### src/design/spi3w_pkg.sv
// Shared types and constants for the three-wire SPI register master.
`default_nettype none
package spi3w_pkg;

  localparam int unsigned ADDR_W   = 15;
  localparam int unsigned BYTE_W   = 8;
  localparam int unsigned SHIFT_W  = 24;
  localparam int unsigned BCNT_W   = 5;
  localparam int unsigned TICK_W   = 8;

  localparam logic [1:0] FUNC_NONE  = 2'd0;
  localparam logic [1:0] FUNC_WRITE = 2'd1;
  localparam logic [1:0] FUNC_READ  = 2'd2;

  // bits shifted out before the turnaround on a read, and for a whole write
  localparam logic [BCNT_W-1:0] RD_ADDR_BITS = 5'd16;
  localparam logic [BCNT_W-1:0] WR_ALL_BITS  = 5'd24;
  localparam logic [BCNT_W-1:0] RD_BYTE_BITS = 5'd8;
  localparam logic [BCNT_W-1:0] LAST_ADDR_BIT = 5'd15;

  localparam logic [TICK_W-1:0] HALF_PERIOD_RESET = 8'd50;

  typedef enum logic [7:0] {
    PH_IDLE     = 8'b0000_0001,
    PH_BIT_LOW  = 8'b0000_0010,
    PH_BIT_HIGH = 8'b0000_0100,
    PH_RD_LOW   = 8'b0000_1000,
    PH_RD_HIGH  = 8'b0001_0000,
    PH_RD_STOP  = 8'b0010_0000,
    PH_WR_TAIL  = 8'b0100_0000,
    PH_WR_STOP  = 8'b1000_0000
  } spi3w_phase_t;

  typedef struct packed {
    logic [1:0]        func;
    logic [ADDR_W-1:0] reg_address;
    logic [BYTE_W-1:0] write_data;
    logic              data_in_pin;
  } spi3w_item_t;

  typedef struct packed {
    logic              chip_select_n;
    logic              serial_clock;
    logic              data_out;
    logic              data_drive_enable;
    logic              busy_res;
    logic              done_res;
    logic [BYTE_W-1:0] read_data;
  } spi3w_res_t;

endpackage
`default_nettype wire

### src/design/spi3w_seq.sv
// Pin sequencer: transfer state and its one-tick update per word.
`default_nettype none
module spi3w_seq
  import spi3w_pkg::*;
(
  input  wire logic              clk,
  input  wire logic              rst_n,
  input  wire logic              step,
  input  wire spi3w_item_t       item,
  input  wire logic [TICK_W-1:0] half_period,
  output spi3w_res_t             res
);

  spi3w_phase_t       phase_r, phase_nxt;
  logic [BCNT_W-1:0]  bit_cnt_r, bit_cnt_nxt;
  logic [TICK_W-1:0]  tick_cnt_r, tick_cnt_nxt;
  logic [SHIFT_W-1:0] out_shift_r, out_shift_nxt;
  logic [BYTE_W-1:0]  in_shift_r, in_shift_nxt;
  logic               read_mode_r, read_mode_nxt;
  logic               cs_r, cs_nxt;
  logic               sck_r, sck_nxt;
  logic               dout_r, dout_nxt;
  logic               drive_r, drive_nxt;

  logic [TICK_W-1:0]  half_eff;
  logic               half_end;
  logic               done;
  logic [BYTE_W-1:0]  rdata;
  logic [SHIFT_W-1:0] load_word;
  logic [BCNT_W-1:0]  bit_inc;

  // zero half period acts as one
  assign half_eff = (half_period == '0) ? TICK_W'(1) : half_period;
  assign half_end = !(({1'b0, tick_cnt_r} + (TICK_W+1)'(1)) < {1'b0, half_eff});
  assign bit_inc  = bit_cnt_r + BCNT_W'(1);
  assign load_word = (item.func == FUNC_READ) ?
                     {1'b1, item.reg_address, {BYTE_W{1'b0}}} :
                     {1'b0, item.reg_address, item.write_data};

  always_comb begin
    phase_nxt     = phase_r;
    bit_cnt_nxt   = bit_cnt_r;
    tick_cnt_nxt  = tick_cnt_r;
    out_shift_nxt = out_shift_r;
    in_shift_nxt  = in_shift_r;
    read_mode_nxt = read_mode_r;
    cs_nxt        = cs_r;
    sck_nxt       = sck_r;
    dout_nxt      = dout_r;
    drive_nxt     = drive_r;
    done          = 1'b0;
    rdata         = '0;
    if (phase_r == PH_IDLE) begin
      if (item.func == FUNC_WRITE || item.func == FUNC_READ) begin
        read_mode_nxt = (item.func == FUNC_READ);
        out_shift_nxt = load_word;
        bit_cnt_nxt   = '0;
        tick_cnt_nxt  = '0;
        phase_nxt     = PH_BIT_LOW;
        cs_nxt        = 1'b0;
        sck_nxt       = 1'b0;
        drive_nxt     = 1'b1;
        dout_nxt      = load_word[SHIFT_W-1];
      end
    end else if (!half_end) begin
      tick_cnt_nxt = tick_cnt_r + TICK_W'(1);
    end else begin
      tick_cnt_nxt = '0;
      case (phase_r)
        PH_BIT_LOW: begin
          phase_nxt = PH_BIT_HIGH;
          sck_nxt   = 1'b1;
          // turnaround: release the line on the last address bit of a read
          if (read_mode_r && bit_cnt_r == LAST_ADDR_BIT) begin
            drive_nxt = 1'b0;
            dout_nxt  = 1'b0;
          end
        end
        PH_BIT_HIGH: begin
          bit_cnt_nxt   = bit_inc;
          out_shift_nxt = {out_shift_r[SHIFT_W-2:0], 1'b0};
          sck_nxt       = 1'b0;
          if (bit_inc < (read_mode_r ? RD_ADDR_BITS : WR_ALL_BITS)) begin
            phase_nxt = PH_BIT_LOW;
            dout_nxt  = out_shift_r[SHIFT_W-2];
          end else if (read_mode_r) begin
            phase_nxt    = PH_RD_LOW;
            in_shift_nxt = {{(BYTE_W-1){1'b0}}, item.data_in_pin};
            bit_cnt_nxt  = BCNT_W'(1);
          end else begin
            phase_nxt = PH_WR_TAIL;
          end
        end
        PH_RD_LOW: begin
          phase_nxt = PH_RD_HIGH;
          sck_nxt   = 1'b1;
        end
        PH_RD_HIGH: begin
          if (bit_cnt_r < RD_BYTE_BITS) begin
            phase_nxt    = PH_RD_LOW;
            sck_nxt      = 1'b0;
            in_shift_nxt = {in_shift_r[BYTE_W-2:0], item.data_in_pin};
            bit_cnt_nxt  = bit_inc;
          end else begin
            phase_nxt = PH_RD_STOP;
            cs_nxt    = 1'b1;
          end
        end
        PH_RD_STOP: begin
          sck_nxt   = 1'b0;
          phase_nxt = PH_IDLE;
          done      = 1'b1;
          rdata     = in_shift_r;
        end
        PH_WR_TAIL: begin
          cs_nxt    = 1'b1;
          phase_nxt = PH_WR_STOP;
        end
        PH_WR_STOP: begin
          phase_nxt = PH_IDLE;
          done      = 1'b1;
        end
        default: begin
          phase_nxt = PH_IDLE;
          cs_nxt    = 1'b1;
          sck_nxt   = 1'b0;
        end
      endcase
    end
  end

  always_ff @(posedge clk) begin
    if (!rst_n) begin
      phase_r     <= PH_IDLE;
      bit_cnt_r   <= '0;
      tick_cnt_r  <= '0;
      out_shift_r <= '0;
      in_shift_r  <= '0;
      read_mode_r <= 1'b0;
      cs_r        <= 1'b1;
      sck_r       <= 1'b0;
      dout_r      <= 1'b0;
      drive_r     <= 1'b1;
    end else if (step) begin
      phase_r     <= phase_nxt;
      bit_cnt_r   <= bit_cnt_nxt;
      tick_cnt_r  <= tick_cnt_nxt;
      out_shift_r <= out_shift_nxt;
      in_shift_r  <= in_shift_nxt;
      read_mode_r <= read_mode_nxt;
      cs_r        <= cs_nxt;
      sck_r       <= sck_nxt;
      dout_r      <= dout_nxt;
      drive_r     <= drive_nxt;
    end
  end

  always_comb begin
    res.chip_select_n     = cs_nxt;
    res.serial_clock      = sck_nxt;
    res.data_out          = dout_nxt;
    res.data_drive_enable = drive_nxt;
    res.busy_res          = (phase_nxt != PH_IDLE);
    res.done_res          = done;
    res.read_data         = rdata;
  end

endmodule
`default_nettype wire

### config.mk
export PLATFORM = sky130hd
export DESIGN_NAME = spi3w_seq
export DESIGN_NICKNAME = d
export VERILOG_FILES = /design/src/design/spi3w_pkg.sv /design/src/design/spi3w_seq.sv
export SDC_FILE = /design/constraint.sdc
export NUM_CORES = 1
export LEC_CHECK = 0
export ABC_AREA = 1
export BUFFER_PORTS_ARGS = -buffer_cell sky130_fd_sc_hd__buf_4
export CORE_MARGIN = 2
export CORE_UTILIZATION = 50
export CTS_BUF_LIST = sky130_fd_sc_hd__clkbuf_8
export CTS_CLUSTER_SIZE = 25
export DETAILED_ROUTE_END_ITERATION = 10
export GPL_TIMING_DRIVEN = 0
export PLACE_DENSITY = 0.79
export SLEW_MARGIN = 20
export SYNTH_ARGS = -nofsm -noshare
export SYNTH_HDL_FRONTEND = slang
export SYNTH_SLANG_ARGS = --single-unit
### constraint.sdc
create_clock -name clk -period 4.09 [get_ports clk]
set_clock_uncertainty 0.1 [all_clocks]
set_input_delay 0.818 -clock clk [delete_from_list [all_inputs] [get_ports clk]]
set_output_delay 0.818 -clock clk [all_outputs]
set_load 0.01 [all_outputs]
# ---- After elaboration in Yosys (flattened, before gate mapping)
# Index checks and enable logic that the tools add are counted.
dict set report word_totals {
  reg_bits 57
  inputBits 37
  output_inout_bits 14
  wordCells 106
}
dict set report classes {
  addsub 3
  order_cmp 3
  eq_ne 18
  mux 55
  bitwise_logic 2
  n_reduce_logical 15
}
# cell n
set ops {}
lappend ops {{8-bit two-way mux} 13}
lappend ops {{23-bit two-way mux} 4}
lappend ops {{8-bit case mux with 5 select lines} 1}
lappend ops {{5-bit two-way mux} 6}
lappend ops {{24-bit two-way mux} 1}
lappend ops {{1-bit two-way mux} 21}
lappend ops {{8-bit case mux with 2 select lines} 1}
lappend ops {{7-bit two-way mux} 2}
lappend ops {{5-bit case mux with 2 select lines} 1}
lappend ops {{8-bit by 1-bit adder with 9-bit output (second input constant)} 1}
lappend ops {{9-bit by 8-bit < comparator with 1-bit output} 1}
lappend ops {{8-bit by 1-bit adder with 8-bit output (second input constant)} 1}
lappend ops {{8-bit by 1-bit == test with 1-bit output (second input constant)} 1}
lappend ops {{8-bit by 2-bit == test with 1-bit output (second input constant)} 1}
lappend ops {{8-bit by 3-bit == test with 1-bit output (second input constant)} 1}
lappend ops {{8-bit by 4-bit == test with 1-bit output (second input constant)} 1}
lappend ops {{8-bit by 5-bit == test with 1-bit output (second input constant)} 1}
lappend ops {{8-bit by 6-bit == test with 1-bit output (second input constant)} 1}
lappend ops {{8-bit by 7-bit == test with 1-bit output (second input constant)} 1}
lappend ops {{8-bit == test (second input constant)} 1}
lappend ops {{8-bit zero test} 1}
lappend ops {{2-bit inequality test (second input constant)} 4}
lappend ops {{8-bit by 1-bit inequality test with 1-bit output (second input constant)} 1}
lappend ops {{7-bit AND reduction} 1}
lappend ops {{other kinds (23)} 28}

# ---- Depth between registers and ports, before layout
dict set report logic_depth {
  word_depth 7
  ltp_mapped 19
  ltp_nobuf 19
}

# ---- Least setup slack after synthesis
# OpenSTA, ideal clock, no wires.
dict set report synth_timing {
  path_type {register -> output}
  from {reg tick_cnt_r[0]}
  to {out res[9] in the netlist's numbering}
  t_arrival_ps 2482
  setup_slack_ps 690
  stages_incl_launch_ff 20
  path_buffers 1
  cell_sequence {dfxtp_1 ha_1 nand3_2 nor2_1 nand2_1 xnor2_1 ha_1 nand2_1 nand2_1 a21oi_1 nand2_1 nor2_2 nand2_4 buf_2 nand2_1 nand2_1 nor2_1 nand2_1 nor2_1 nand2_1}
}
# element line
set synth_lines {}
lappend synth_lines {{from (decl)} spi3w_seq.sv:16} ;# logic [TICK_W-1:0] tick_cnt_r, tick_cnt_nxt;
lappend synth_lines {{from (signal assigned)} spi3w_seq.sv:147} ;# tick_cnt_r <= tick_cnt_nxt;
lappend synth_lines {{to (decl)} spi3w_seq.sv:11} ;# output spi3w_res_t res

# ---- Final worst setup path
dict set report layout_timing {
  from {reg tick_cnt_r[0]}
  to {out res[10] in the netlist's numbering}
}
dict set report layout_via {
  elab_chain_cells 4
}
# element line
set layout_rtl {}
lappend layout_rtl {{8-bit by 1-bit adder with 9-bit output} spi3w_seq.sv:34} ;# assign half_end = !(({1'b0, tick_cnt_r} + (TICK_W+1)'(1)) < {1'b0, half_eff});
lappend layout_rtl {{9-bit by 8-bit < comparator with 1-bit output} spi3w_seq.sv:34}
lappend layout_rtl {{1-bit two-way mux} spi3w_seq.sv:65} ;# end else if (!half_end) begin
lappend layout_rtl {{1-bit two-way mux} spi3w_seq.sv:53} ;# if (phase_r == PH_IDLE) begin
# Every way passes these cells.

==> results by group <==
Worst setup path
  – Worst path slowest cell: dfxtp_4
  – Crit-path cells: ha_4 > nand3_2 > nor2_2 > nand2_1 > xnor2_2 > ha_1 > nand2_1 > nor2_2 > and3_4 > nand2_4 > nand2_4 > nand2_1 > nor2_1 > a21boi_0 > buf_4 > buf_4
  – Reg2reg start: tick_cnt_r[0]
  – Worst reg2reg path endpoint: in_shift_r[7]
  – WP data required: 3.17 ns
  – FF-to-FF setup slack: 1.07 ns
  – CP most frequent cell: nand2_1
  – Reg2Reg Depth: 17
  – Crit path DAT: 3.03 ns
  – CP peak stage delay: 0.39 ns
  – CP Launch Type: register
  – CP Capture Type: output port
  – Crit path kind: register to output port
  – CP Max Fanout: 6

Routing
  – Initial DRT Pass Iterations: 5
  – Drt drc: 0
  – Post-DRT Antenna Nets: 0
  – Met2 wire length: 4.392 mm
  – DR WL met3: 446 µm
  – Post-detailed-route wirelength per cell: 12.19 µm
  – WL met1: 4.102 mm
  – DRT Wirelength: 9.035 mm
  – Max layer used: met4
  – Initial DRC Count: 302
  – Via density: 5.072
  – Via count: 3758

Cells and area
  – Final net count: 689
  – Most common cell after layout, fill and taps aside: nand2_1
  – # fillers: 638
  – Area occupied by multi-input gates: 2037 µm²
  – P&R area growth vs syn: 22.37%
  – Register area: 1146 µm²
  – Diodes inserted: 0
  – Most frequent cells in the layout: nand2_1, nor2_1, inv_1
  – Post-route cell area: 4373 µm²
  – Layout cells sized above 1: 0.1814

Power and ir drop
  – Leakage dissipation: 0.002143 µW
  – PwrDens: 314.2 nW/µm²
  – Max IR drop VDD: 0.2103 mV
  – Power Total: 1374 µW

Die
  – Die area: 7839 µm²
  – I/O Pins: 51
  – Die width: 88.54 µm
  – Height of the die: 88.54 µm
  – Core Region: 6869 µm²
  – Num rows: 30
  – Starting Density: 0.5202

Run
  – Max_cap viols: 0

Global routing
  – Largest net degree at the start of global routing: 11
  – Number of global-route vias before repair: 3364
  – Initial antenna violation count: 0
  – GR Util All Layers: 0.2379
  – Gr ovfl total: 0
  – First-pass GRT wire length: 14.81 mm

STA
  – Final worst-path setup slack: 0.1393 ns
  – Max Clk Rate: 253.1 MHz
  – Final Hold Vio Count: 0
  – Fin crit share: 0.9659
  – Number of max-slew violations in the final report: 0
  – Slew @ Worst Pin: 0.5946 ns
  – Tmin final: 3.951 ns
  – Relative slew slack: 0.6036
  – # setup viols final: 0

Logic synthesis
  – Synth Cell Area: 3573 µm²
  – Synth area leaders: dfxtp_1, nand2_1, nor2_1, inv_1, o21ai_0
  – Area share of the largest cell type after synthesis: 0.3193
  – Post-Syn Instances: 574
  – Main synth FF type: dfxtp_1
  – Number of synthesized flops with an enable pin: 0
  – Avg Inst Size Synth: 6.225 µm²
  – Synth unique cells: 35
  – Async S/R FF share, synth: 0
  – Synth warn: 0
  – Synth Net Count: 622
  – Post-synthesis sequential area ratio: 0.3193
  – Post-synthesis sequential element count: 57
  – Post-synth top area cell: dfxtp_1

Clocking
  – Clock Tree Buf Depth: 2
  – Clock transition at the registers of the reported paths: 0.06 ns
  – CTS Sinks: 57
  – Hold_buf cts: 0
  – CTS tree: yes
  – Clk root buf: clkbuf_8
  – Total CTS buffers: 9
  – Clk_lat worst skew: 0.34 ns
  – # H-tree levels: 3

Placed design
  – DP Wirelength: 6.459 mm
  – RePlAce Congestion: 0.9563
  – Dpl cell area: 4069 µm²
  – Port-buffer cells: 50
  – Worst slack, placed: 0.1898 ns

Hold path
  – Min-delay src: drive_r
  – Worst hold stages: 2
  – Worst hold path type: register to register
  – Hold Crit Endpoint: drive_r

Outcome
  – Status: completed
[worst max path at each step]
stage,to,depth (start not counted),from
6_report,res[10],16,tick_cnt_r[0]
5_1_grt,res[9],20,tick_cnt_r[0]
4_1_cts,res[9],20,tick_cnt_r[1]
3_5_place_dp,res[9],20,tick_cnt_r[0]
3_3_place_gp,res[9],20,tick_cnt_r[0]
2_1_floorplan,res[9],19,tick_cnt_r[0]
[critical path: cells and delay by family, from the launching register on]
family / cells / cell delay (ns)
buffers and inverters: 2 / 0.29
xor gates and xnor gates: 1 / 0.15
and+or+nand+nor: 10 / 1.29
AOI/OAI and AO/OA: 1 / 0.12
adders and majority gates: 2 / 0.45
DFF: 1 / 0.39
[power breakdown]
| group | switching [µW] | leakage [µW] | internal (µW) |
|---|---|---|---|
| registers | 16.4 | 0.000464 | 575 |
| clock network | 224 | 0.000106 | 307 |
| logic | 152 | 0.00157 | 101 |
| total | 392 | 0.00214 | 982 |
[synth_stat cells (2+ instances only)]
library cell / number
nor3_1: 2
buf_6: 4
xor2_1: 5
o21ai_1: 14
o211ai_1: 3
buf_4: 6
o21ai_0: 33
dfxtp_1: 57
nand2_4: 2
nand2_1: 157
nand3_2: 3
inv_1: 71
nand3_1: 29
inv_2: 5
clkbuf_1: 9
a21oi_4: 2
nand4_1: 14
nor2_2: 4
a21oi_1: 32
buf_2: 5
nor2_1: 93
ha_1: 11
[cells by family (layout without fill, tap and decap cells)]
group	count (synthesis)	after routing	synth area share
AOI/OAI and AO/OA	86	86	0.1317
xor gates and xnor gates	6	6	0.01471
adders and majority gates	11	11	0.03851
buffers and inverters	102	173	0.1243
DFF	57	57	0.3193
and+or+nand+nor	312	312	0.3715
[repair_timing]
action                                  in CTS  in global routing
endpoints found under the setup margin      13                 13
pin swaps                                    2                  6
endpoints found under the hold margin        0                  0
buffers inserted                             2                  4
gates resized for setup                      4                 15
[routing by layer]
metal / vias up / GRT usage
met5: - / 0
met4: 0 / 0.06474
met3: 12 / 0.06157
met2: 100 / 0.3992
met1: 1706 / 0.3041
li1: 1940 / -
[layout make-up]
type / instances / area share
Timing Repair Buffer: 56 / 0.09614
Tap cell: 96 / 0.02747
Inverter: 78 / 0.06753
Buffer: 24 / 0.03634
Clock buffer: 11 / 0.03462
Multi-Input combinational cell: 415 / 0.4658
Clock inverter: 4 / 0.01001
Sequential cell: 57 / 0.2621
[state kept, by name (all words and copies together) (netlist names)]
name / count
read_mode_r: 1
out_shift_r: 23
dout_r: 1
bit_cnt_r: 5
tick_cnt_r: 8
sck_r: 1
in_shift_r: 8
phase_r: 8
drive_r: 1
cs_r: 1
[through the flow]
stage | hold WS [ns] | std cells | setup TNS, ns | util
floorplan | 0.3331 | 574 | 0 | -
global placement | 0.3430 | 720 | 0 | 0.5924
detailed placement | 0.3510 | 720 | 0 | 0.5924
CTS | 0.3666 | 737 | 0 | 0.6246
global route | 0.4029 | 741 | -0.05409 | 0.6366
finish | 0.3658 | 741 | 0 | 0.6366
No activity file was read; power rests on OpenSTA's default activity.
